[src/rtl/lidar_ring_yaw_time_deskew_macros.svh]
// assertion macros for the lidar deskew block
`ifndef LIDAR_RING_YAW_TIME_DESKEW_MACROS_SVH
`define LIDAR_RING_YAW_TIME_DESKEW_MACROS_SVH

`ifndef SYNTHESIS
`define LDSK_ASSERT_IMP(lbl, a, b) \
    lbl: assert property (@(posedge clk) disable iff (!rst_n) (a) |-> (b)) \
        else $error("deskew implication check failed");
`define LDSK_ASSERT_NXT(lbl, a, b) \
    lbl: assert property (@(posedge clk) disable iff (!rst_n) (a) |=> (b)) \
        else $error("deskew next-cycle check failed");
`else
`define LDSK_ASSERT_IMP(lbl, a, b)
`define LDSK_ASSERT_NXT(lbl, a, b)
`endif

`endif

[src/rtl/ldsk_pkg.sv]
// shared constants, types and tables for the lidar deskew block
`timescale 1ns / 1ps
package ldsk_pkg;

    localparam int MAX_RINGS    = 64;
    localparam int RING_W       = 6;
    localparam int RIDX_W       = $clog2(MAX_RINGS);
    localparam int ANGLE_BITS   = 16;
    localparam int CORDIC_STEPS = 28;
    localparam int STEP_W       = $clog2(CORDIC_STEPS);
    localparam int CW           = 35;
    localparam int DVD_W        = 33;

    // floor(n / 1000) = (n >> 3) * ceil(2^37 / 125) >> 37 for n below 2^33
    localparam logic [31:0] RECIP_US = 32'd1099511628;
    localparam int          US_PRE   = 3;
    localparam int          US_SHIFT = 37;
    // floor(n / 1000000) = (n >> 6) * ceil(2^45 / 15625) >> 45 for n below 2^33
    localparam logic [31:0] RECIP_NS = 32'd2251799814;
    localparam int          NS_PRE   = 6;
    localparam int          NS_SHIFT = 45;

    localparam logic [1:0] MODE_ZERO  = 2'd0;
    localparam logic [1:0] MODE_GIVEN = 2'd1;
    localparam logic [1:0] MODE_CALC  = 2'd2;

    localparam logic [1:0] UNIT_S  = 2'd0;
    localparam logic [1:0] UNIT_MS = 2'd1;
    localparam logic [1:0] UNIT_US = 2'd2;
    localparam logic [1:0] UNIT_NS = 2'd3;

    localparam logic [1:0] REG_BLIND  = 2'd0;
    localparam logic [1:0] REG_MODE   = 2'd1;
    localparam logic [1:0] REG_UNIT   = 2'd2;
    localparam logic [1:0] REG_PERIOD = 2'd3;

    typedef enum logic [3:0] {
        S_IDLE,
        S_MUL,
        S_MODE,
        S_CORD,
        S_TIME,
        S_TMUL,
        S_GIVEN,
        S_GMUL,
        S_DIV,
        S_EMIT
    } ldsk_state_t;

    typedef struct packed {
        logic              rd_en;
        logic              wr_en;
        logic              clr_seen;
        logic [RIDX_W-1:0] addr;
    } ldsk_mem_req_t;

    function automatic logic [31:0] atan_turn(input logic [STEP_W-1:0] i);
        logic [31:0] v;
        case (i)
            5'd0:    v = 32'h20000000;
            5'd1:    v = 32'h12E4051D;
            5'd2:    v = 32'h09FB385B;
            5'd3:    v = 32'h051111D4;
            5'd4:    v = 32'h028B0D43;
            5'd5:    v = 32'h0145D7E1;
            5'd6:    v = 32'h00A2F61E;
            5'd7:    v = 32'h00517C55;
            5'd8:    v = 32'h0028BE53;
            5'd9:    v = 32'h00145F2E;
            5'd10:   v = 32'h000A2F98;
            5'd11:   v = 32'h000517CC;
            5'd12:   v = 32'h00028BE6;
            5'd13:   v = 32'h000145F3;
            5'd14:   v = 32'h0000A2F9;
            5'd15:   v = 32'h0000517C;
            5'd16:   v = 32'h000028BE;
            5'd17:   v = 32'h0000145F;
            5'd18:   v = 32'h00000A2F;
            5'd19:   v = 32'h00000517;
            5'd20:   v = 32'h0000028B;
            5'd21:   v = 32'h00000145;
            5'd22:   v = 32'h000000A2;
            5'd23:   v = 32'h00000051;
            5'd24:   v = 32'h00000028;
            5'd25:   v = 32'h00000014;
            5'd26:   v = 32'h0000000A;
            5'd27:   v = 32'h00000005;
            default: v = 32'h0;
        endcase
        return v;
    endfunction

endpackage

[src/rtl/ldsk_div.sv]
// reciprocal multiply for the us and ns time scaling: the pre-shifted operand is registered, then the product
`timescale 1ns / 1ps
module ldsk_div
    import ldsk_pkg::*;
(
    input  logic             clk,
    input  logic             rst_n,
    input  logic             start,
    input  logic [DVD_W-1:0] dividend,
    input  logic             unit_ns,
    output logic             done,
    output logic [31:0]      quotient
);

    logic [31:0] opd_reg;
    logic        ns_reg;
    logic [63:0] prod_reg;
    logic        mul_reg, done_reg;

    always_ff @(posedge clk)
    begin
        if (start)
        begin
            // pre-shift drops the power of two part of the divisor
            opd_reg <= unit_ns ? 32'(dividend >> NS_PRE) : 32'(dividend >> US_PRE);
            ns_reg  <= unit_ns;
        end
        if (mul_reg)
        begin
            prod_reg <= 64'(opd_reg) * 64'(ns_reg ? RECIP_NS : RECIP_US);
        end
    end

    always_ff @(posedge clk or negedge rst_n)
    begin
        if (!rst_n)
        begin
            mul_reg  <= 1'b0;
            done_reg <= 1'b0;
        end
        else
        begin
            mul_reg  <= start;
            done_reg <= mul_reg;
        end
    end

    assign done     = done_reg;
    assign quotient = ns_reg ? 32'(prod_reg >> NS_SHIFT) : 32'(prod_reg >> US_SHIFT);

endmodule

[config.mk]
export PLATFORM = sky130hd
export DESIGN_NAME = ldsk_div
export DESIGN_NICKNAME = d
export VERILOG_FILES = /design/src/rtl/lidar_ring_yaw_time_deskew_macros.svh /design/src/rtl/ldsk_pkg.sv /design/src/rtl/ldsk_div.sv
export SDC_FILE = /design/constraint.sdc
export NUM_CORES = 1
export LEC_CHECK = 0
export ABC_CLOCK_PERIOD_IN_PS = 7550
export BUFFER_PORTS_ARGS = -buffer_cell sky130_fd_sc_hd__buf_4
export CORE_ASPECT_RATIO = 0.75
export CORE_MARGIN = 3
export CORE_UTILIZATION = 40
export DETAILED_ROUTE_END_ITERATION = 8
export SLEW_MARGIN = 0
export SYNTH_ARGS = -nofsm -noshare
export SYNTH_HDL_FRONTEND = slang
export SYNTH_SLANG_ARGS = --single-unit
[constraint.sdc]
create_clock -name clk -period 7.55 [get_ports clk]
set_input_delay 0.3775 -clock clk [delete_from_list [all_inputs] [get_ports clk]]
set_output_delay 0.3775 -clock clk [all_outputs]
set_load 0.02 [all_outputs]
## Word level (Yosys, flattened, before mapping)

Cells that the tools add are included.
W data, S select, Z words.

- Register bits: 99
- Logic and storage cells: 10
- Bits of input ports: 37

- $mul: 1
- Multiplexer cells: 3

Operator list:

| operator | count |
|---|---|
| $mul A32 B32 Y64 | 1 |
| $mux W27 | 2 |
| $mux W32 | 1 |

## Depth between registers and ports, before layout

- Depth after elaboration: 2
- Gate-level depth with buffers: 29
- Gate-level depth less buffers: 27

## Worst setup path after synthesis

OpenSTA, ideal clock, no wires.

- Path type: reg2reg
- From: reg ns_reg
- To: reg prod_reg[54] (data pin)
- Buffers on the path: 3
- Arrival: 7462 ps
- Cell stages (with the launch flop): 27
- Clock period less this slack: 7742 ps
- Slack: -192 ps
- Setup time: 280 ps
- Cells stage by stage: edfxtp_1 clkbuf_1 clkbuf_1 clkbuf_1 nand2_1 inv_1 fa_1 inv_1 fa_1 fa_1 fa_1 inv_1 fa_1 fa_1 fa_1 inv_1 fa_1 inv_1 ha_1 and2_4 o31ai_2 a21oi_1 a2111oi_4 or4b_4 nand3_2 and4b_1 a311oi_2

- Cells in the longest elaborated chain, start to end: 2

RTL lines:

| what | line | RTL |
|---|---|---|
| from (decl) | ldsk_div.sv:16 | `logic ns_reg;` |
| from (signal assigned) | ldsk_div.sv:26 | `ns_reg <= unit_ns;` |
| $mux W32 | ldsk_div.sv:30 | `prod_reg <= 64'(opd_reg) * 64'(ns_reg ? RECIP_NS : RECIP_US);` |
| $mul A32 B32 Y64 | ldsk_div.sv:30 |  |
| to (signal assigned) | ldsk_div.sv:30 |  |
| to (decl) | ldsk_div.sv:17 | `logic [63:0] prod_reg;` |

No other way between the ends.
A chain may end at the register's enable or synchronous reset.

## Worst setup path in the final report

- From: reg ns_reg
- To: reg prod_reg[52] (data pin)

The elaborated chain is that of the path after synthesis.

==> run_results.csv <==
group,metric,value,unit
sta,worst_max_slew_margin_expressed_relative_to_the_limit,0.269,
cts,clk_latency,370,ps
drt,initialDrtViolationCount,1323,
floorplan,row_count,77,
floorplan,floorplan.initialDensity,0.410,
final_layout,area_growth_from_synthesis_to_final_layout,15.1,%
synth,synth_area_leader_cell,"sky130_fd_sc_hd__fa_1",
sta,period_minus_slack,7470,ps
synth,synth-warning-count,0,
sta,grt_setup_unrepaired,"yes",
synth,syn_area,24500,µm²
flow_run,drv_cap,0,
floorplan,core,59700,µm²
critical_path,setup.worst_path.end,"prod_reg[52]",
critical_path,worst_setup_path_start_kind,"flip-flop",
placed_design,place.port_buffers,61,
global_route,grt_max_degree,33,
placed_design,detailedPlacementHpwl,65100,µm
sta,timing.clock.skew,10.4,ps
global_route,antenna_violations_before_repair,0,
critical_path,startpoint,"ns_reg",
critical_path,critical-path-top-delay-family,"adder cells",
status,run_status,"finished clean",
drt,detail_route.wl_per_cell,20.2,µm
floorplan,die_y,220,µm
cts,cts.sink_count,60,
floorplan,die_area,64200,µm²
final_layout,most-common-layout-cells,"sky130_fd_sc_hd__inv_1, sky130_fd_sc_hd__fa_1, sky130_fd_sc_hd__ha_1",
final_layout,layout_commonest_cell,"sky130_fd_sc_hd__inv_1",
synth,synth_enable_flop_cells,58,
final_layout,final_layout_size_suffix_gt1_frac,0.164,
drt,final_antenna_net_count,0,
sta,report.final.hold_viol_count,0,
sta,final.period_utilization,0.990,
synth,synth_seq_cells,60,
floorplan,die_width,292,µm
drt,vias_per_cell,4.88,
final_layout,insertedDiodeCount,0,
critical_path,timing.critical_path.to_type,"flip-flop",
critical_path,required,7690,ps
critical_path,rr_worst_depth,25,
final_layout,design.final.nets,3726,
final_layout,fin_util,0.471,
global_route,grt_first_pass_wirelength,110000,µm
critical_path,worst_r2r_endpoint,"prod_reg[52]",
critical_path,timing.critical_path.depth,25,
synth,synth_flop_cell,"sky130_fd_sc_hd__edfxtp_1",
cts,cts_tree,"done",
cts,clk_transition_reported_paths,60,ps
cts,clock-root-buffer,"sky130_fd_sc_hd__clkbuf_16",
global_route,number_of_global_route_vias_before_repair,18419,
synth,synth_async_sr_flop_share,0.0333,
cts,cts_htree_levels,3,
final_layout,number_of_flip_flops_in_the_largest_register,30,
critical_path,crit_path_frequent_cell,"sky130_fd_sc_hd__fa_1",
critical_path,path_buf_inv,7,
placed_design,globalplace.congestion,0.973,
synth,synth_area_per_cell,9.76,µm²
drt,dr_total_vias,17339,
synth,post-synth-top-area-fraction,0.405,
critical_path,critPathMaxStageDelay,620,ps
synth,synth_cell_types,71,
synth,synth_cells,2506,
sta,maxSlewViolCount,0,
sta,timing.fmax,0.134,GHz
global_route,grt-ovfl-total,0,
critical_path,crit-reg2reg-launch,"ns_reg",
sta,timing.final.ws_setup,76.1,ps
global_route,grt.total_usage,0.228,
drt,remaining_drc_errors,0,
synth,synth.top_cells.by_area,"sky130_fd_sc_hd__fa_1, sky130_fd_sc_hd__ha_1, sky130_fd_sc_hd__inv_1",
placed_design,placement.setup.worst_slack,-151,ps
drt,wl,71700,µm
critical_path,critPathMaxFanout,21,
sta,finalSetupViolCount,0,
min_path,classification_of_the_worst_slack_hold_path,"in2reg",
critical_path,setup_slack_of_the_most_critical_reg_to_reg_path,80,ps
drt,detailedRoute.firstPassIterationCount,5,
critical_path,setup.worst_path.class,"reg2reg",
critical_path,worst_path_max_delay_cell,"sky130_fd_sc_hd__fa_2",
floorplan,total_i_o_pin_count,70,
critical_path,arrival,7620,ps
cts,cts_buffers,9,
sta,timing_worst_slew_pin_value,1100,ps
synth,synth.yosys.seq_area_share,0.0732,
sta,whs,308,ps
cts,max-clock-path-buffers,2,
## cells in the mapped netlist (2+ instances only)
library cell	instances
sky130_fd_sc_hd__a211oi_1	7
sky130_fd_sc_hd__a21o_1	22
sky130_fd_sc_hd__a21oi_1	72
sky130_fd_sc_hd__a21oi_2	3
sky130_fd_sc_hd__a221o_1	2
sky130_fd_sc_hd__a31o_2	7
sky130_fd_sc_hd__a31oi_1	15
sky130_fd_sc_hd__and2_1	7
sky130_fd_sc_hd__and3_1	11
sky130_fd_sc_hd__buf_1	3
sky130_fd_sc_hd__buf_2	2
sky130_fd_sc_hd__buf_4	5
sky130_fd_sc_hd__clkbuf_1	74
sky130_fd_sc_hd__conb_1	2
sky130_fd_sc_hd__dfrtp_1	2
sky130_fd_sc_hd__edfxtp_1	58
sky130_fd_sc_hd__fa_1	495
sky130_fd_sc_hd__ha_1	437
sky130_fd_sc_hd__inv_1	830
sky130_fd_sc_hd__mux2_2	47
sky130_fd_sc_hd__nand2_1	118
sky130_fd_sc_hd__nand2b_1	32
sky130_fd_sc_hd__nand3_1	32
sky130_fd_sc_hd__nand3b_1	2
sky130_fd_sc_hd__nand4_1	11
sky130_fd_sc_hd__nor2_1	29
sky130_fd_sc_hd__nor2b_1	19
sky130_fd_sc_hd__nor3_1	8
sky130_fd_sc_hd__o2111ai_1	4
sky130_fd_sc_hd__o211ai_1	4
sky130_fd_sc_hd__o21a_1	7
sky130_fd_sc_hd__o21ai_0	25
sky130_fd_sc_hd__o21ai_1	2
sky130_fd_sc_hd__o21bai_1	5
sky130_fd_sc_hd__o311ai_1	2
sky130_fd_sc_hd__o31a_1	2
sky130_fd_sc_hd__o31ai_1	4
sky130_fd_sc_hd__or2_2	2
sky130_fd_sc_hd__xnor2_1	46
sky130_fd_sc_hd__xor2_1	20
## metal layers
layer	up-vias	track usage	wire length [µm]
met5	-	0	0
met2	608	0.307	27200
li1	8015	-	-
met3	42	0.0746	7730
met1	8674	0.362	36200
met4	0	0.0230	552
## layout make-up
| cell class | instances | area [µm²] |
|---|---|---|
| inverter | 830 | 3120 |
| multi-input combinational | 1566 | 19700 |
| clock buffer | 12 | 256 |
| tap | 790 | 988 |
| fill | 5648 | 31600 |
| timing repair buffer | 290 | 2250 |
| clock inverter | 4 | 25.0 |
| sequential | 60 | 1790 |
## worst min-delay path by stage
stage	to	cells past startpoint	slack, ps	start
6_report	opd_reg[1]	2	310	dividend[4]
2_1_floorplan	done	0	80	rst_n
3_5_place_dp	done	1	160	rst_n
3_3_place_gp	done	1	160	rst_n
5_1_grt	opd_reg[1]	2	320	dividend[4]
4_1_cts	opd_reg[1]	2	300	dividend[4]
## metrics by stage
| step | instance area, µm² | cells | setup TNS, ps |
|---|---|---|---|
| 6_report | 28200 | 3552 | 0 |
| 3_3_place_gp | 27400 | 3530 | -65.6 |
| 2_1_floorplan | 24600 | 2541 | -6.01 |
| 4_1_cts | 27700 | 3547 | 0 |
| 5_1_grt | 28200 | 3552 | -736 |
| 3_5_place_dp | 27400 | 3530 | -275 |
## repair_timing
item	in CTS	in global routing
buffers inserted	0	5
gates resized for setup	3	84
pin swaps	2	20
hold endpoints to repair	2	0
setup endpoints to repair	4	22
hold buffers	1	0
## cell families (layout without fill, tap and decap cells)
logic type,count (synthesis),in the layout,synth area share
simple gates,283,283,0.0569
fa+ha+maj,932,932,0.628
buf+inv,915,1136,0.141
xor+xnor,66,66,0.0236
other cells,2,37,0.000307
flops,60,60,0.0732
mux,48,48,0.0220
compound gates,200,200,0.0542
Power is not shown: default switching activity piles up to over one toggle a cycle in this logic, so the estimate is an artifact.
