--- src/rtl/lidar_ring_yaw_time_deskew_macros.svh ---
// assertion macros for the lidar deskew block
`ifndef LIDAR_RING_YAW_TIME_DESKEW_MACROS_SVH
`define LIDAR_RING_YAW_TIME_DESKEW_MACROS_SVH

`ifndef SYNTHESIS
`define LDSK_ASSERT_IMP(lbl, a, b) \
    lbl: assert property (@(posedge clk) disable iff (!rst_n) (a) |-> (b)) \
        else $error("deskew implication check failed");
`define LDSK_ASSERT_NXT(lbl, a, b) \
    lbl: assert property (@(posedge clk) disable iff (!rst_n) (a) |=> (b)) \
        else $error("deskew next-cycle check failed");
`else
`define LDSK_ASSERT_IMP(lbl, a, b)
`define LDSK_ASSERT_NXT(lbl, a, b)
`endif

`endif

--- src/rtl/ldsk_pkg.sv ---
// shared constants, types and tables for the lidar deskew block
`timescale 1ns / 1ps
package ldsk_pkg;

    localparam int MAX_RINGS    = 64;
    localparam int RING_W       = 6;
    localparam int RIDX_W       = $clog2(MAX_RINGS);
    localparam int ANGLE_BITS   = 16;
    localparam int CORDIC_STEPS = 28;
    localparam int STEP_W       = $clog2(CORDIC_STEPS);
    localparam int CW           = 35;
    localparam int DVD_W        = 33;

    // floor(n / 1000) = (n >> 3) * ceil(2^37 / 125) >> 37 for n below 2^33
    localparam logic [31:0] RECIP_US = 32'd1099511628;
    localparam int          US_PRE   = 3;
    localparam int          US_SHIFT = 37;
    // floor(n / 1000000) = (n >> 6) * ceil(2^45 / 15625) >> 45 for n below 2^33
    localparam logic [31:0] RECIP_NS = 32'd2251799814;
    localparam int          NS_PRE   = 6;
    localparam int          NS_SHIFT = 45;

    localparam logic [1:0] MODE_ZERO  = 2'd0;
    localparam logic [1:0] MODE_GIVEN = 2'd1;
    localparam logic [1:0] MODE_CALC  = 2'd2;

    localparam logic [1:0] UNIT_S  = 2'd0;
    localparam logic [1:0] UNIT_MS = 2'd1;
    localparam logic [1:0] UNIT_US = 2'd2;
    localparam logic [1:0] UNIT_NS = 2'd3;

    localparam logic [1:0] REG_BLIND  = 2'd0;
    localparam logic [1:0] REG_MODE   = 2'd1;
    localparam logic [1:0] REG_UNIT   = 2'd2;
    localparam logic [1:0] REG_PERIOD = 2'd3;

    typedef enum logic [3:0] {
        S_IDLE,
        S_MUL,
        S_MODE,
        S_CORD,
        S_TIME,
        S_TMUL,
        S_GIVEN,
        S_GMUL,
        S_DIV,
        S_EMIT
    } ldsk_state_t;

    typedef struct packed {
        logic              rd_en;
        logic              wr_en;
        logic              clr_seen;
        logic [RIDX_W-1:0] addr;
    } ldsk_mem_req_t;

    function automatic logic [31:0] atan_turn(input logic [STEP_W-1:0] i);
        logic [31:0] v;
        case (i)
            5'd0:    v = 32'h20000000;
            5'd1:    v = 32'h12E4051D;
            5'd2:    v = 32'h09FB385B;
            5'd3:    v = 32'h051111D4;
            5'd4:    v = 32'h028B0D43;
            5'd5:    v = 32'h0145D7E1;
            5'd6:    v = 32'h00A2F61E;
            5'd7:    v = 32'h00517C55;
            5'd8:    v = 32'h0028BE53;
            5'd9:    v = 32'h00145F2E;
            5'd10:   v = 32'h000A2F98;
            5'd11:   v = 32'h000517CC;
            5'd12:   v = 32'h00028BE6;
            5'd13:   v = 32'h000145F3;
            5'd14:   v = 32'h0000A2F9;
            5'd15:   v = 32'h0000517C;
            5'd16:   v = 32'h000028BE;
            5'd17:   v = 32'h0000145F;
            5'd18:   v = 32'h00000A2F;
            5'd19:   v = 32'h00000517;
            5'd20:   v = 32'h0000028B;
            5'd21:   v = 32'h00000145;
            5'd22:   v = 32'h000000A2;
            5'd23:   v = 32'h00000051;
            5'd24:   v = 32'h00000028;
            5'd25:   v = 32'h00000014;
            5'd26:   v = 32'h0000000A;
            5'd27:   v = 32'h00000005;
            default: v = 32'h0;
        endcase
        return v;
    endfunction

endpackage

--- src/rtl/ldsk_cordic.sv ---
// iterative vectoring cordic giving the azimuth as a binary angle
`timescale 1ns / 1ps
module ldsk_cordic
    import ldsk_pkg::*;
(
    input  logic                  clk,
    input  logic                  rst_n,
    input  logic                  start,
    input  logic signed [31:0]    pos_x,
    input  logic signed [31:0]    pos_y,
    output logic                  done,
    output logic [ANGLE_BITS-1:0] angle
);

    logic signed [CW-1:0] x_reg, y_reg, x_next, y_next, xs, ys, xi, yi;
    logic [31:0]          z_reg, z_next, z_round;
    logic [STEP_W-1:0]    step_reg;
    logic                 busy_reg, done_reg, zero_reg;

    assign xi = CW'(pos_x);
    assign yi = CW'(pos_y);
    assign xs = x_reg >>> step_reg;
    assign ys = y_reg >>> step_reg;

    always_comb
    begin
        if (!y_reg[CW-1])
        begin
            x_next = x_reg + ys;
            y_next = y_reg - xs;
            z_next = z_reg + atan_turn(step_reg);
        end
        else
        begin
            x_next = x_reg - ys;
            y_next = y_reg + xs;
            z_next = z_reg - atan_turn(step_reg);
        end
    end

    always_ff @(posedge clk)
    begin
        if (start)
        begin
            // left half plane: turn by half a revolution first
            x_reg    <= pos_x[31] ? -xi : xi;
            y_reg    <= pos_x[31] ? -yi : yi;
            z_reg    <= pos_x[31] ? 32'h80000000 : 32'h0;
            zero_reg <= (pos_x == 32'sd0) && (pos_y == 32'sd0);
        end
        else if (busy_reg)
        begin
            x_reg <= x_next;
            y_reg <= y_next;
            z_reg <= z_next;
        end
    end

    always_ff @(posedge clk or negedge rst_n)
    begin
        if (!rst_n)
        begin
            busy_reg <= 1'b0;
            done_reg <= 1'b0;
            step_reg <= '0;
        end
        else
        begin
            done_reg <= 1'b0;
            if (start)
            begin
                busy_reg <= 1'b1;
                step_reg <= '0;
            end
            else if (busy_reg)
            begin
                if (step_reg == STEP_W'(CORDIC_STEPS - 1))
                begin
                    busy_reg <= 1'b0;
                    done_reg <= 1'b1;
                end
                else
                begin
                    step_reg <= step_reg + 1'b1;
                end
            end
        end
    end

    assign z_round = z_reg + (32'h1 << (32 - ANGLE_BITS - 1));
    assign angle   = zero_reg ? '0 : z_round[31 -: ANGLE_BITS];
    assign done    = done_reg;

endmodule

--- config.mk ---
export PLATFORM = sky130hd
export DESIGN_NAME = ldsk_cordic
export DESIGN_NICKNAME = d
export VERILOG_FILES = /design/src/rtl/lidar_ring_yaw_time_deskew_macros.svh /design/src/rtl/ldsk_pkg.sv /design/src/rtl/ldsk_cordic.sv
export SDC_FILE = /design/constraint.sdc
export NUM_CORES = 1
export LEC_CHECK = 0
export BUFFER_PORTS_ARGS = -buffer_cell sky130_fd_sc_hd__buf_4
export CORE_ASPECT_RATIO = 0.75
export CORE_UTILIZATION = 55
export CTS_BUF_LIST = sky130_fd_sc_hd__clkbuf_4 sky130_fd_sc_hd__clkbuf_8 sky130_fd_sc_hd__clkbuf_16
export CTS_CLUSTER_DIAMETER = 30
export DETAILED_ROUTE_END_ITERATION = 7
export HOLD_SLACK_MARGIN = 0.1
export PLACE_DENSITY = 0.72
export SYNTH_ARGS = -nofsm -noshare
export SYNTH_HDL_FRONTEND = slang
export SYNTH_SLANG_ARGS = --single-unit
export TNS_END_PERCENT = 20
--- constraint.sdc ---
create_clock -name clk -period 10.6 [get_ports clk]
set_input_delay 1.06 -clock clk [delete_from_list [all_inputs] [get_ports clk]]
set_output_delay 1.06 -clock clk [all_outputs]
set_load 0.005 [all_outputs]
# Word level (Yosys, flattened, before mapping)
# Memory sizes are Yosys's and may differ from the RTL's.
# Index checks and enable logic that the tools add are counted.
# word_totals
reg_bits	110
mem_count	2
inputBits	67
out_inout_bits	17
elab_cells	52
romBits	1920
# classes
reduce_logical	5
mux	24
add_sub_neg	10
shift	2
eq_ne	2
# mem_list
memory	words	word_bits	read_ports	rd_clocked_by_memory_dff	write_ports	line	rtl
(no name shown)	32	30	1	0	0	ldsk_pkg.sv:59	case (i)
(no name shown)	32	30	1	0	0	ldsk_pkg.sv:59	
# ops
op	count
$mux W35	8
$mux W32	6
$add A35 B35 Y35	2
$neg A32 Y35	2
$sshr A35 B5 Y35	2
$sub A35 B35 Y35	2
$logic_not A32 Y1	2
$add A32 B16 Y32 const B	1
$add A32 B32 Y32	1
$sub A32 B32 Y32	1
$mux W16	1
$mux W5	3
$mux W1	6
$add A5 B1 Y5 const B	1
$eq A5 B5 Y1 const B	1
$ne A2 B2 Y1 const B	1
$reduce_and A2 Y1	1
$reduce_bool A2 Y1	1
$logic_and A1 B1 Y1	1

# Logic depth before layout (Yosys ltp)
# Gate-level depths: netlist of the first run.
# An unclocked memory read counts as a cell.
# logic_depth
ltp_word	6
depth_mapped	30
mapped_depth_nobuf	24

# Worst setup path before layout of the first run
# No wires, ideal clock.
# synth_path
path_kind	register to register
startpoint	register step_reg[1]
endpoint	register z_reg[31] (data pin)
t_required_ns	10.344
period_less_slack_ns	6.468
setup_ns	0.256
path_buffers	5
setup_slack_ns	4.132
path_stages_with_launch	28
arrival_ns	6.213
path_cell_list	dfrtp_1 > clkinv_1 > buf_4 > buf_6 > clkbuf_1 > ha_1 > clkbuf_1 > mux4_2 > o21ai_0 > nand3_1 > nor2_1 > nand3_1 > nand3b_1 > nand2b_1 > and2_1 > clkbuf_1 > xor2_1 > ha_1 > a21oi_1 > o21ai_0 > or4_1 > nor3_1 > o21ai_0 > nand3_1 > a21oi_1 > o31a_1 > or3_1 > a31o_2
# synth_between
elab_chain_cells	6
elab_cells_between_ends	9
cone_classes	2 x add/sub; 5 x mux; 2 x memory
# synth_lines
item	line	rtl
start, declared	ldsk_cordic.sv:17	logic [STEP_W-1:0] step_reg;
start signal, assigned	ldsk_cordic.sv:84	step_reg <= step_reg + 1'b1;
$mem_v2 Z32 W30	n/a	
$mux W32	ldsk_cordic.sv:27	if (!y_reg[CW-1])
$add A32 B32 Y32 or $sub A32 B32 Y32 (tied branches)	ldsk_cordic.sv:31, ldsk_cordic.sv:37	
$mux W32 (*)	ldsk_cordic.sv:27	
$mux W32 (*)	ldsk_cordic.sv:51	else if (busy_reg)
$mux W32 (*)	ldsk_cordic.sv:43	if (start)
end signal, assigned	ldsk_cordic.sv:48	z_reg <= pos_x[31] ? 32'h80000000 : 32'h0;
end signal, assigned	ldsk_cordic.sv:55	z_reg <= z_next;
end, declared	ldsk_cordic.sv:16	logic [31:0] z_reg, z_next, z_round;
# Every way passes the cells marked *; elsewhere a longest branch is shown, timed or not. The select of a mux whose other input is x is not followed.
# A chain may end at the register's enable or synchronous reset.

# Final worst setup path of the first run
# layout_path
startpoint	register step_reg[0]
endpoint	register y_reg[34] (data pin)
# layout_between
elab_chain_cells	5
elab_cells_between_ends	6
cone_classes	2 x add/sub; 1 x shift; 3 x mux
# layout_lines
item	line	rtl
$sshr A35 B5 Y35 (*)	ldsk_cordic.sv:22	assign xs = x_reg >>> step_reg;
$sub A35 B35 Y35 or $add A35 B35 Y35 (tied branches)	ldsk_cordic.sv:30, ldsk_cordic.sv:36	
$mux W35 (*)	ldsk_cordic.sv:27	
$mux W35 (*)	ldsk_cordic.sv:51	
$mux W35 (*)	ldsk_cordic.sv:43	
end signal, assigned	ldsk_cordic.sv:47	y_reg <= pos_x[31] ? -yi : yi;
end signal, assigned	ldsk_cordic.sv:54	y_reg <= y_next;
end, declared	ldsk_cordic.sv:15	logic signed [CW-1:0] x_reg, y_reg, x_next, y_next, xs, ys, xi, yi;
# Marked as above.

==> results of run 1 <==
-- worst max-delay path: cells and delay by family (launching register included) --
kind | cells | cell delay, ps
buf+inv | 1 | 810
compound gates | 7 | 1680
fa+ha+maj | 1 | 390
simple gates | 9 | 2270
xor+xnor | 2 | 300
mux | 2 | 1150
flops | 1 | 940
-- through the flow --
| step | cells | cell area [um^2] |
|---|---|---|
| after floorplan | 2250 | 18700 |
| after global placement | 2674 | 19200 |
| after detailed placement | 2674 | 19200 |
| after CTS | 2690 | 19500 |
| after global routing | 2690 | 19500 |
| final | 2690 | 19500 |
-- cells in the final DEF (no fill, tap or decap), types with 16 or more instances in the layout --
cell type	n
sky130_fd_sc_hd__nor2_1	214
sky130_fd_sc_hd__a21oi_1	209
sky130_fd_sc_hd__nand2_1	195
sky130_fd_sc_hd__xnor2_1	139
sky130_fd_sc_hd__o21ai_0	138
sky130_fd_sc_hd__ha_1	113
sky130_fd_sc_hd__buf_4	103
sky130_fd_sc_hd__edfxtp_1	103
sky130_fd_sc_hd__mux2i_1	94
sky130_fd_sc_hd__xor2_1	94
sky130_fd_sc_hd__inv_1	66
sky130_fd_sc_hd__nand3_1	54
sky130_fd_sc_hd__mux4_2	50
sky130_fd_sc_hd__a21o_1	42
sky130_fd_sc_hd__mux2_2	34
sky130_fd_sc_hd__a31oi_1	34
sky130_fd_sc_hd__nand2b_1	32
sky130_fd_sc_hd__o31ai_1	31
sky130_fd_sc_hd__nor3_1	28
sky130_fd_sc_hd__nor2b_1	28
sky130_fd_sc_hd__a211oi_1	24
sky130_fd_sc_hd__o211ai_1	22
sky130_fd_sc_hd__mux4_1	22
sky130_fd_sc_hd__a22oi_1	21
sky130_fd_sc_hd__nor4_1	21
sky130_fd_sc_hd__o22ai_1	20
sky130_fd_sc_hd__nand4_1	20
sky130_fd_sc_hd__or3_1	18
sky130_fd_sc_hd__o21bai_1	18
sky130_fd_sc_hd__and2_1	17
sky130_fd_sc_hd__and3_1	16
-- kinds of logic after synthesis --
logic type      count (synthesis)  synth area share, %
flops                         110                 17.5
buf+inv                       197                 5.64
simple gates                  705                 18.2
xor+xnor                      234                 11.0
fa+ha+maj                     117                 7.94
mux                           201                 16.3
compound gates                686                 23.4
-- worst max-delay path by stage --
stage	start	endpoint	slack, ps
final	step_reg[0]	y_reg[34]	2730
after global routing	step_reg[0]	y_reg[34]	2230
after CTS	step_reg[0]	x_reg[33]	2880
after detailed placement	step_reg[0]	x_reg[33]	2920
after global placement	step_reg[0]	x_reg[33]	3070
after floorplan	step_reg[1]	z_reg[31]	4130
-- layer usage --
metal	part of all wire [%]	routed length, um
met1	45	28900
met2	40	26000
met3	12	7630
met4	2.8	1810
met5	0	0
-- layout make-up --
class / count / share of cell area [%]
timing repair buffer: 103 / 3.96
sequential: 110 / 16.8
clock inverter: 7 / 0.378
tap: 450 / 2.88
clock buffer: 9 / 1.15
multi-input combinational: 1943 / 73.5
inverter: 68 / 1.31
==> results.md, run 1 <==
Outcome:
- The flow ran to the end, and the final reports show no timing, DRC or antenna violations.

Yosys:
- The post-synthesis register bit count is 110.
- The largest area contributor in the synthesized netlist is sky130_fd_sc_hd__edfxtp_1.
- The commonest cells after synthesis are 215 x sky130_fd_sc_hd__nor2_1, 209 x sky130_fd_sc_hd__a21oi_1, 195 x sky130_fd_sc_hd__nand2_1.
- The most frequent cell after synthesis is sky130_fd_sc_hd__nor2_1.
- The proportion of netlist area held by the largest area contributor is 16.5%.
- The most used flip-flop cell after synthesis is sky130_fd_sc_hd__edfxtp_1.
- The count of flip-flops with a built-in enable after synthesis is 103.
- Counting flops with an async set or reset pin after synthesis yields a share of 6.36%.
- After synthesis, flip-flops and latches occupy 17.5% of the total area.
- The net count after synthesis is 2433.
- The post-synthesis cell area is 0.0187 mm^2.
- The netlist uses 98 different library cells.
- In the post-synthesis netlist, the biggest area contributors are sky130_fd_sc_hd__edfxtp_1 17%, sky130_fd_sc_hd__ha_1 7.6%, sky130_fd_sc_hd__xnor2_1 6.5%.
- The mean instance size in the synthesized netlist is 8.31 um^2.
- The total of warnings raised by yosys is 0.
- The cell count after synthesis came out at 2250.

Die:
- 84 I/O pins were placed.
- The height of the chip is 162 um.
- The cell row count is 58.
- In this run the standard cell core region covers 0.0335 mm^2.
- In this run the horizontal extent of the chip is 215 um.
- The die area is 0.0347 mm^2.
- For this configuration, the core starts out at a cell density of 55.9%.

Detailed routing:
- The detailed-routing iteration count for the pre-antenna-repair pass is 5.
- The detail route stage leaves a number of antenna-violating nets equal to 0.
- The detailed router finished its first iteration with 2166 violations.
- In the routed design, unresolved DRC markers number 0.
- The total wirelength of the detailed-routed design is 64300 um.
- The detailed router placed 18500 vias in this run.
- After detailed routing, the average wire length per cell comes to 23.9 um.
- The via count normalized by instance count is 6.88.

STA:
- The minimum hold slack is 457 ps.
- The maximum clock frequency is 127 MHz.
- The worst relative slew slack is 13.9%.
- The number of pins with negative max-slew slack in the final report came to 0.
- The number of endpoints with negative hold slack in the final report is 0.
- The worst path meets setup with 2730 ps of slack.
- For the pin with the worst max-slew slack, the measured transition is 1260 ps.
- The summed negative setup slack over all endpoints is 0 ps.
- Setup repair after global routing left no endpoint under its margin.
- Setup violations remaining at the end of the flow were counted as 0.
- The fraction of the cycle the final worst path needs is 74.2%.
- On the final layout, the worst clock skew is 13.4 ps.
- The worst path needs 7870 ps of the cycle, external delays included.

Setup path:
- The worst setup path is captured at a register.
- Walking the worst path, the cells encountered are buf_4 > mux4_2 > mux2i_1 > nor2_1 > a211oi_2 > o21ai_1 > nor3_1 > and3_1 > and4_1 > nor2_1 > xnor2_1 > ha_1 > nand4_1 > nor3_1 > nand2_1 > o221ai_1 > a41oi_1 > o21ai_0 > nand4_1 > a311o_1 > xnor2_1 > a21oi_1.
- For the worst setup path, the data arrival time is 7980 ps.
- The critical path's largest stage delay is 940 ps.
- The required time reported for the critical path endpoint is 10710 ps.
- The slowest stage of the critical path belongs to the cell sky130_fd_sc_hd__dfrtp_4.
- In this run the critical register-to-register path is launched from step_reg[0].
- The type of the worst setup path is reg2reg.
- The depth of the worst register-to-register path is 22.
- Along the worst path, the maximum fanout reaches 65.
- The worst setup slack for register-to-register paths is 2730 ps.
- The kind of start point of the critical path is a register.
- The end of the worst register-to-register path is y_reg[34].

GRT:
- The number of global-route vias before repair is 17000.
- The busiest layer in global routing is met1.
- The first global-routing pass estimated 99000 um of wire.
- The all-layer global routing usage is 36.5%.
- The total overflow reported by the global router is 0.
- The met1 track demand over resource is 54.0%.
- For met2 alone, demand over resource in global routing was 51.5%.
- Entering global routing, the biggest net connects 82 pins.
- The global routing usage on met3 is 9.64%.
- The initial antenna violation count is 0.

Placed design:
- The count of buffers inserted at the top-level ports is 83.
- The congestion estimate from routability-driven global placement came to 1.02.
- Summed over all nets, the half-perimeter wirelength after detailed placement is 48200 um.
- The worst-case setup slack after placement is 2920 ps.

Cells and area:
- The layout cell share with drive strength beyond 1 is 10.7%.
- Compared with the post-synthesis result, the final layout area differs by 4.58%.
- The antenna cell count is 0.
- The final layout contains 2418 nets.
- In the final layout, flip-flops and latches occupy 0.00328 mm^2.
- Cells fill 58.4% of the core in the end.
- The multi-input logic area is 0.0144 mm^2.
- The total of fill cells in the finished design is 3057.

Clock network:
- Once the clock tree was built, the resizer swapped 0 gates to a different size.
- The hold buffer count at cts is 0.
- In this run the number of H-tree levels came out at 3.
- The clock latency on the worst-skew pair is 400 ps.
- The largest buffer count on any clock path is 2.
- The clock-pin slew on the worst setup and hold paths is 90 ps.
- The total clock buffers created by CTS is 9.
- Post-CTS timing repair inserted 0 buffers for setup.
- TritonCTS built the clock tree.
- The cell chosen for the clock root is sky130_fd_sc_hd__clkbuf_16.
- The clock sink total is 110.

Flow run:
- The tool flagged a number of max-cap violations equal to 0.

Min path:
- The type of the worst min-delay path is in2async.
Power of run 1 is not shown: default switching activity piles up to over one toggle a cycle in this logic, so the estimate is an artifact.
==> inputs of run 2 (changes only) <==
--- a/config.mk
+++ b/config.mk
@@ -12,7 +12,7 @@
 export CTS_CLUSTER_DIAMETER = 30
 export DETAILED_ROUTE_END_ITERATION = 7
 export HOLD_SLACK_MARGIN = 0.1
-export PLACE_DENSITY = 0.72
+export PLACE_DENSITY = 0.75
 export SYNTH_ARGS = -nofsm -noshare
 export SYNTH_HDL_FRONTEND = slang
 export SYNTH_SLANG_ARGS = --single-unit
==> constraint.sdc (replaced) <==
create_clock -name clk -period 6.9 [get_ports clk]
set_input_delay 0.69 -clock clk [delete_from_list [all_inputs] [get_ports clk]]
set_output_delay 0.69 -clock clk [all_outputs]
set_load 0.005 [all_outputs]
==> run 2 against run 1 <==
Effect of this change: non-clock buffer count up 56; maximum frequency up 18%; critical path depth up 2; worst hold slack better by 150 ps; via count up 1.5%; sequential share of layout area down 0.43 points; design area up 2.7%; critical path type unchanged; first-iteration DRC count up 23%; die area unchanged; setup slack worse by 2500 ps; flip-flop and latch count unchanged; critical endpoint is now x_reg[30].
==> results.md, run 2 (same netlist as run 1, synthesis figures left out) <==
Outcome:
- Result of the run: completed (unchanged).

STA:
- The worst relative slew slack came to 21.6% (was 13.9%).
- The number of pins with negative max-slew slack in the final report is 0 (unchanged).
- The minimum hold slack came to 610 ps (was 457 ps).
- The number of endpoints with negative hold slack in the final report is 0 (unchanged).
- The shortest period the worst path allows came to 6650 ps (was 7870 ps).
- The fraction of the cycle the final worst path needs is 96.4% (was 74.2%).
- The slew at the pin closest to its max-slew limit came to 1170 ps (was 1260 ps).
- The maximum clock frequency is 150 MHz (was 127 MHz).
- The summed negative setup slack over all endpoints was 0 ps (unchanged).
- Setup repair after global routing missed its margin: no (unchanged).
- The worst setup skew after layout is 13.5 ps (was 13.4 ps).
- The total setup violations reported at the end of the flow is 0 (unchanged).

Detailed routing:
- The number of violations reported at the end of detailed-routing iteration 0 is 2674 (was 2166).
- The detailed-routing iteration count for the pre-antenna-repair pass is 7 (was 5).
- The detail-routed net length per standard cell is 24.1 um (was 23.9 um).
- The total wirelength of the detailed-routed design is 66100 um (was 64300 um).
- The total number of vias is 18800 (was 18500).
- The number of design rule violations left after detail routing is 0 (unchanged).
- The count of antenna-violating nets left after detailed routing is 0 (unchanged).
- The via count normalized by instance count came to 6.84 (was 6.88).

Die:
- The top-level I/O count is 84 (unchanged).
- The floorplan core area was 0.0335 mm^2 (unchanged).
- The cell row count came to 58 (unchanged).
- The die area was 0.0347 mm^2 (unchanged).
- The height of the chip is 162 um (unchanged).
- The initial core utilization came to 55.9% (unchanged).
- The horizontal die dimension is 215 um (unchanged).

Min path:
- The type of the worst min-delay path is in2reg (was in2async).

Placed design:
- The detailed-placement wirelength estimate is 50300 um (was 48200 um).
- The number of placed instances, taps included was 2726 (was 2674).
- The global placement routability congestion is 1.01 (was 1.02).
- The cell area after placement is 0.0197 mm^2 (was 0.0192 mm^2).
- The count of buffers inserted at the top-level ports is 83 (unchanged).

Flow run:
- The reported max-cap violation count is 0 (unchanged).

Setup path:
- The end of the worst register-to-register path is x_reg[30] (was y_reg[34]).
- The maximum fanout along the worst path is 23 (was 65).
- The endpoint kind of the worst setup timing path is a register (unchanged).
- The depth of the worst register-to-register path is 24 (was 22).
- The type of the worst setup path is reg2reg (unchanged).
- The kind of start point of the critical path is a register (unchanged).
- The worst reg2reg path startpoint is step_reg[0] (unchanged).
- The capturing element of the worst setup path is x_reg[30] (was y_reg[34]).
- The required time reported for the critical path endpoint is 7000 ps (was 10710 ps).
- The launch point of the critical path was step_reg[0] (unchanged).
- The arrival time of data at the critical path endpoint is 6750 ps (was 7980 ps).
- The worst setup slack for register-to-register paths came to 250 ps (was 2730 ps).

Cells and area:
- The layout cell share with drive strength beyond 1 is 12.9% (was 10.7%).
- The commonest non-fill, non-tap cell in the layout is sky130_fd_sc_hd__nor2_1 (unchanged).
- The antenna cell count is 0 (unchanged).
- The cell area after layout came to 0.0201 mm^2 (was 0.0195 mm^2).
- The final standard cell utilization of the core was 60.0% (was 58.4%).
- Commonest cells after routing, fill and taps aside: 214 x sky130_fd_sc_hd__nor2_1, 209 x sky130_fd_sc_hd__a21oi_1, 195 x sky130_fd_sc_hd__nand2_1, 153 x sky130_fd_sc_hd__buf_4, 139 x sky130_fd_sc_hd__xnor2_1 (was 214 x sky130_fd_sc_hd__nor2_1, 209 x sky130_fd_sc_hd__a21oi_1, 195 x sky130_fd_sc_hd__nand2_1, 139 x sky130_fd_sc_hd__xnor2_1, 138 x sky130_fd_sc_hd__o21ai_0).
- The post-route non-filler standard cell count is 2746 (was 2690).
- The number of nets in the finished design is 2474 (was 2418).
- The layout overhead on the synthesized area is 7.36% (was 4.58%).

Clock network:
- The clock-pin slew on the worst setup and hold paths was 90 ps (about the same).
- The clock sink total is 110 (unchanged).
- The clock latency on the worst-skew pair is 400 ps (about the same).
- The cell chosen for the clock root is sky130_fd_sc_hd__clkbuf_16 (unchanged).
- The TritonCTS clock tree is yes (unchanged).
- The total clock buffers created by CTS came to 9 (unchanged).
- The maximum level of the CTS H-tree is 3 (unchanged).
- The largest buffer count on any clock path is 2 (unchanged).

GRT:
- The initial antenna violation count is 1 (was 0).
- The number of global-route vias before repair is 17500 (was 17000).
- The maximum number of pins on one net before global-route repair is 79 (was 82).
- The wire length of the first global-routing pass was 101000 um (was 99000 um).
- The total overflow reported by the global router is 0 (unchanged).
- The all-layer global routing usage is 37.2% (was 36.5%).

Pwr:
- For this design the static power due to leakage is 7.99 nW.
- The areal power density over the cells is 628 mW/mm^2.
- The maximum resistive drop on vdd is 0.358 mV.
==> run 2: area by class of cell <==
class,count,area (um^2)
multi-input combinational,1943,14400
fill,3041,13400
tap,450,563
clock inverter,7,93.8
sequential,110,3280
clock buffer,9,225
inverter,68,255
timing repair buffer,159,1250
==> run 2: what timing repair did <==
action,4_1_cts,5_1_grt
hold buffers,1,0
hold endpoints to repair,7,0
endpoints found under the setup margin,0,8
setup buffers,0,3
gates resized for setup,0,6
==> run 2: through the flow <==
stage / setup slack [ps] / power (W)
3_5_place_dp: 366 / 0.0116
2_1_floorplan: 432 / 0.00913
3_3_place_gp: 513 / 0.0114
5_1_grt: 22.5 / 0.0135
6_report: 249 / 0.0126
4_1_cts: 323 / 0.0123
==> run 2: how the worst min path moves through the flow <==
stage / start / to / slack, ps / cells past startpoint
detailed placement: rst_n / done / 510 / 1
global placement: rst_n / done / 520 / 1
global route: pos_y[0] / y_reg[0] / 630 / 2
floorplan: rst_n / busy_reg / 390 / 0
finish: pos_y[0] / y_reg[0] / 610 / 2
CTS: pos_y[0] / y_reg[0] / 600 / 2
==> run 2: critical path, stage by stage, from the launching register on <==
cell and delay, ps:
sky130_fd_sc_hd__dfrtp_4 460, sky130_fd_sc_hd__buf_4 330, sky130_fd_sc_hd__mux4_1 660, sky130_fd_sc_hd__mux2_2 290
sky130_fd_sc_hd__mux2_2 330, sky130_fd_sc_hd__o21ai_0 390, sky130_fd_sc_hd__nand4_1 150, sky130_fd_sc_hd__buf_4 200
sky130_fd_sc_hd__buf_4 140, sky130_fd_sc_hd__nor4_4 340, sky130_fd_sc_hd__and2_2 240, sky130_fd_sc_hd__nand3b_1 110
sky130_fd_sc_hd__a211o_1 320, sky130_fd_sc_hd__o211ai_1 80, sky130_fd_sc_hd__ha_1 330, sky130_fd_sc_hd__a21o_1 190
sky130_fd_sc_hd__a21oi_1 140, sky130_fd_sc_hd__o22ai_1 90, sky130_fd_sc_hd__a211o_1 230, sky130_fd_sc_hd__a31oi_1 300
sky130_fd_sc_hd__o21ai_0 290, sky130_fd_sc_hd__a21o_1 250, sky130_fd_sc_hd__a211o_1 290, sky130_fd_sc_hd__nand3_1 90
sky130_fd_sc_hd__o21ai_0 110
==> run 2: report_power, final <==
group / internal, W / switching, W
Clock: 0.000320 / 0.000295
Combinational: 0.00434 / 0.00570
Sequential: 0.00126 / 0.000683
==> run 2: per-layer routing <==
layer	routed length [um]	up-vias	GRT usage, %
li1	-	8623	-
met1	28900	8869	53.2
met2	27200	1140	54.2
met3	8100	158	10.2
met4	1810	2	11.6
met5	11	-	0
Power figures use the tool's default switching activity.
==> inputs of run 3 (changes only) <==
--- a/config.mk
+++ b/config.mk
@@ -5,6 +5,7 @@
 export SDC_FILE = /design/constraint.sdc
 export NUM_CORES = 1
 export LEC_CHECK = 0
+export ABC_AREA = 1
 export BUFFER_PORTS_ARGS = -buffer_cell sky130_fd_sc_hd__buf_4
 export CORE_ASPECT_RATIO = 0.75
 export CORE_UTILIZATION = 55
==> run 3 against run 2 <==
Effect of this change: die area shrank 0.56%; maximum frequency grew 6.1%; area after synthesis shrank 0.56%; count of clock-buffer cells in the layout is the same; sequential share of layout area grew 0.28 points.
==> results.md, run 3 <==
Outcome:
- Result of the run: completed (unchanged).

Cells and area:
- The cell area after layout is 0.0197 mm^2 (was 0.0201 mm^2).
- The antenna cell count is 0 (unchanged).
- The layout overhead on the synthesized area is 5.86% (was 7.36%).
- The layout cell share with drive strength beyond 1 is 5.67% (was 12.9%).
- The final standard cell utilization of the core is 60.0% (about the same).
- The multi-input logic area is 0.0134 mm^2 (was 0.0144 mm^2).
- The commonest non-fill, non-tap cell in the layout is sky130_fd_sc_hd__nand2_1 (was sky130_fd_sc_hd__nor2_1).
- The total of fill cells in the finished design is 3240 (was 3041).
- Commonest cells after routing, fill and taps aside: 937 x sky130_fd_sc_hd__nand2_1, 421 x sky130_fd_sc_hd__nand3_1, 330 x sky130_fd_sc_hd__inv_1, 321 x sky130_fd_sc_hd__nor2_1, 235 x sky130_fd_sc_hd__a21oi_1 (was 214 x sky130_fd_sc_hd__nor2_1, 209 x sky130_fd_sc_hd__a21oi_1, 195 x sky130_fd_sc_hd__nand2_1, 153 x sky130_fd_sc_hd__buf_4, 139 x sky130_fd_sc_hd__xnor2_1).
- The area taken by flip-flops and latches is 0.00327 mm^2 (was 0.00328 mm^2).
- The number of nets in the finished design is 3408 (was 2474).

Yosys:
- The mean instance size in the synthesized netlist is 5.77 um^2 (was 8.31 um^2).
- Top cells by area in the synthesized netlist: sky130_fd_sc_hd__nand2_1 19%, sky130_fd_sc_hd__edfxtp_1 17%, sky130_fd_sc_hd__nand3_1 11% (was sky130_fd_sc_hd__edfxtp_1 17%, sky130_fd_sc_hd__ha_1 7.6%, sky130_fd_sc_hd__xnor2_1 6.5%).
- The most used flip-flop cell after synthesis was sky130_fd_sc_hd__edfxtp_1 (unchanged).
- The number of cells produced by synthesis came to 3221 (was 2250).
- The most frequent cell after synthesis is sky130_fd_sc_hd__nand2_1 (was sky130_fd_sc_hd__nor2_1).
- The post-synthesis register bit count came to 110 (unchanged).
- The count of flip-flops with a built-in enable after synthesis is 103 (unchanged).
- The largest area contributor in the synthesized netlist is sky130_fd_sc_hd__nand2_1 (was sky130_fd_sc_hd__edfxtp_1).
- The total of warnings raised by yosys came to 0 (unchanged).
- The post-synthesis cell area is 0.0186 mm^2 (was 0.0187 mm^2).
- The proportion of netlist area held by the largest area contributor is 18.9% (was 16.5%).
- Cell types with the highest counts after synthesis: 938 x sky130_fd_sc_hd__nand2_1, 421 x sky130_fd_sc_hd__nand3_1, 331 x sky130_fd_sc_hd__inv_1 (was 215 x sky130_fd_sc_hd__nor2_1, 209 x sky130_fd_sc_hd__a21oi_1, 195 x sky130_fd_sc_hd__nand2_1).
- The fraction of synthesis flops using an asynchronous set or reset pin is 6.36% (unchanged).
- The number of distinct library cell variants in the gate-level netlist after synthesis is 61 (was 98).
- The net count after synthesis is 3404 (was 2433).
- The post-synthesis sequential area ratio is 17.6% (was 17.5%).

Setup path:
- The required time reported for the critical path endpoint was 7130 ps (was 7000 ps).
- The kind of start point of the critical path is a register (unchanged).
- The endpoint kind of the worst setup timing path is a register (unchanged).
- The worst reg2reg path startpoint was step_reg[0] (unchanged).
- The worst setup slack for register-to-register paths is 630 ps (was 250 ps).
- The maximum fanout along the worst path is 46 (was 23).
- The type of the worst setup path is reg2reg (unchanged).
- The depth of the worst register-to-register path was 26 (was 24).
- The launch point of the critical path is step_reg[0] (unchanged).
- The arrival time of data at the critical path endpoint is 6500 ps (was 6750 ps).

Detailed routing:
- The number of design rule violations left after detail routing is 0 (unchanged).
- The total wirelength of the detailed-routed design is 68400 um (was 66100 um).
- The detail-routed net length per standard cell is 18.6 um (was 24.1 um).
- The number of violations reported at the end of detailed-routing iteration 0 is 2582 (was 2674).
- The detailed-routing iteration count for the pre-antenna-repair pass was 8 (was 7).
- The total number of vias came to 22400 (was 18800).
- The count of antenna-violating nets left after detailed routing is 0 (unchanged).
- The via count normalized by instance count is 6.10 (was 6.84).

Clock network:
- The total clock buffers created by CTS is 9 (unchanged).
- The clock latency on the worst-skew pair is 400 ps (about the same).
- The clock sink total is 110 (unchanged).
- The maximum level of the CTS H-tree is 3 (unchanged).
- The largest buffer count on any clock path is 2 (unchanged).
- The post-cts gate resize count is 0 (unchanged).
- The TritonCTS clock tree is yes (unchanged).
- The cell chosen for the clock root is sky130_fd_sc_hd__clkbuf_16 (unchanged).
- The clock-pin slew on the worst setup and hold paths is 90 ps (about the same).

Die:
- The floorplan core area came to 0.0328 mm^2 (was 0.0335 mm^2).
- The horizontal die dimension is 214 um (was 215 um).
- The height of the chip is 161 um (was 162 um).
- The die area is 0.0345 mm^2 (was 0.0347 mm^2).
- The initial core utilization is 56.7% (was 55.9%).
- The top-level I/O count is 84 (unchanged).
- The cell row count is 57 (was 58).

GRT:
- The met1 track demand over resource came to 55.1% (was 53.2%).
- The number of global-route vias before repair came to 20300 (was 17500).
- The total overflow reported by the global router is 0 (unchanged).
- The initial antenna violation count is 0 (was 1).
- The maximum number of pins on one net before global-route repair is 66 (was 79).
- The wire length of the first global-routing pass is 107000 um (was 101000 um).
- The all-layer global routing usage was 38.9% (was 37.2%).
- The global routing usage on met3 is 10.2% (about the same).
- The met2 usage in global routing is 57.9% (was 54.2%).
- The busiest layer in global routing is met2 (unchanged).

Placed design:
- The global placement routability congestion came to 1.06 (was 1.01).
- The count of buffers inserted at the top-level ports is 83 (unchanged).
- The detailed-placement wirelength estimate is 54100 um (was 50300 um).
- The cell area after placement is 0.0194 mm^2 (was 0.0197 mm^2).

STA:
- The summed negative setup slack over all endpoints came to 0 ps (unchanged).
- Setup repair after global routing missed its margin: no (unchanged).
- The worst setup skew after layout is 12.5 ps (was 13.5 ps).
- The slew at the pin closest to its max-slew limit was 1190 ps (was 1170 ps).
- The shortest period the worst path allows is 6270 ps (was 6650 ps).
- The total setup violations reported at the end of the flow came to 0 (unchanged).
- The fraction of the cycle the final worst path needs is 90.9% (was 96.4%).
- The maximum clock frequency is 159 MHz (was 150 MHz).
- The worst relative slew slack is 20.7% (was 21.6%).
- The number of pins with negative max-slew slack in the final report is 0 (unchanged).
- The number of endpoints with negative hold slack in the final report is 0 (unchanged).

Flow run:
- The reported max-cap violation count came to 0 (unchanged).

Min path:
- The depth of the worst hold-timing path is 2 (unchanged).
- The startpoint of the lowest-slack hold path is busy_reg (was pos_y[0]).
- The type of the worst min-delay path is reg2reg (was in2reg).
-- run 3: changes by cell type in the layout (fill, tap and decap cells not counted), moves of 43 or more --
cell | previous run | this run
sky130_fd_sc_hd__nand2_1 | 195 | 937
sky130_fd_sc_hd__nand3_1 | 54 | 421
sky130_fd_sc_hd__inv_1 | 66 | 330
sky130_fd_sc_hd__xnor2_1 | 139 | 27
sky130_fd_sc_hd__nor2_1 | 214 | 321
sky130_fd_sc_hd__mux2i_1 | 91 | 0
sky130_fd_sc_hd__o21ai_0 | 138 | 204
sky130_fd_sc_hd__mux4_2 | 50 | 0
sky130_fd_sc_hd__buf_4 | 153 | 110
-- run 3: stage by stage --
stage / std cells / worst slack (ps) / hold slack (ps)
final: 3671 / 630 / 546
after global routing: 3671 / 363 / 579
after CTS: 3671 / 868 / 554
after detailed placement: 3655 / 867 / 514
after global placement: 3655 / 1080 / 499
after floorplan: 3221 / 2570 / 394
-- run 3: worst max-delay path, stage by stage (launching register included) --
cell                       delay [ps]
sky130_fd_sc_hd__dfrtp_2          510
sky130_fd_sc_hd__inv_2            650
sky130_fd_sc_hd__buf_4            370
sky130_fd_sc_hd__nand2_1          100
sky130_fd_sc_hd__nand3_1          100
sky130_fd_sc_hd__nand3_1          130
sky130_fd_sc_hd__nand3_1          160
sky130_fd_sc_hd__nand3_1          100
sky130_fd_sc_hd__nand2_1          180
sky130_fd_sc_hd__inv_2             60
sky130_fd_sc_hd__ha_1             270
sky130_fd_sc_hd__nand2_1           70
sky130_fd_sc_hd__o21ai_0          170
sky130_fd_sc_hd__fa_1             580
sky130_fd_sc_hd__nand3_1          130
sky130_fd_sc_hd__nand2_1           90
sky130_fd_sc_hd__a21oi_1          320
sky130_fd_sc_hd__o21ai_0          210
sky130_fd_sc_hd__a21boi_0         520
sky130_fd_sc_hd__inv_1            190
sky130_fd_sc_hd__nand2_1          100
sky130_fd_sc_hd__nand2_1           80
sky130_fd_sc_hd__a21boi_0         420
sky130_fd_sc_hd__o21ai_0          220
sky130_fd_sc_hd__nand2_1          100
sky130_fd_sc_hd__nand2_1           50
sky130_fd_sc_hd__o21ai_0          200
-- run 3: final cells by class --
class | instances | share of cell area, %
tap | 442 | 2.81
clock buffer | 9 | 1.14
sequential | 110 | 16.6
inverter | 348 | 6.64
clock inverter | 6 | 0.235
multi-input combinational | 2645 | 68.3
timing repair buffer | 111 | 4.25
-- run 3: timing repair --
| item | in CTS | in global routing |
|---|---|---|
| setup buffers | 0 | 0 |
| hold endpoints to repair | 7 | 0 |
| hold buffers | 1 | 0 |
| endpoints found under the setup margin | 0 | 0 |
-- run 3: cells by family after synthesis --
kind of cell    synth area share [%]
fa+ha+maj                       7.93
flops                           17.6
compound gates                  19.4
buf+inv                         10.2
xor+xnor                        4.15
simple gates                    40.8
-- run 3: final timing paths --
path | endpoint
min in group asynchronous | done
worst max register to register | y_reg[24]
worst max-delay path | y_reg[24]
max in group asynchronous | step_reg[4]
worst min register to register | done
worst min-delay path | done
-- run 3: routing by layer --
| layer | wire, um | share of wire (%) |
|---|---|---|
| met1 | 30200 | 44 |
| met2 | 28000 | 41 |
| met3 | 8430 | 12 |
| met4 | 1680 | 2.5 |
| met5 | 0 | 0 |
Power of run 3 is left out for the same reason.
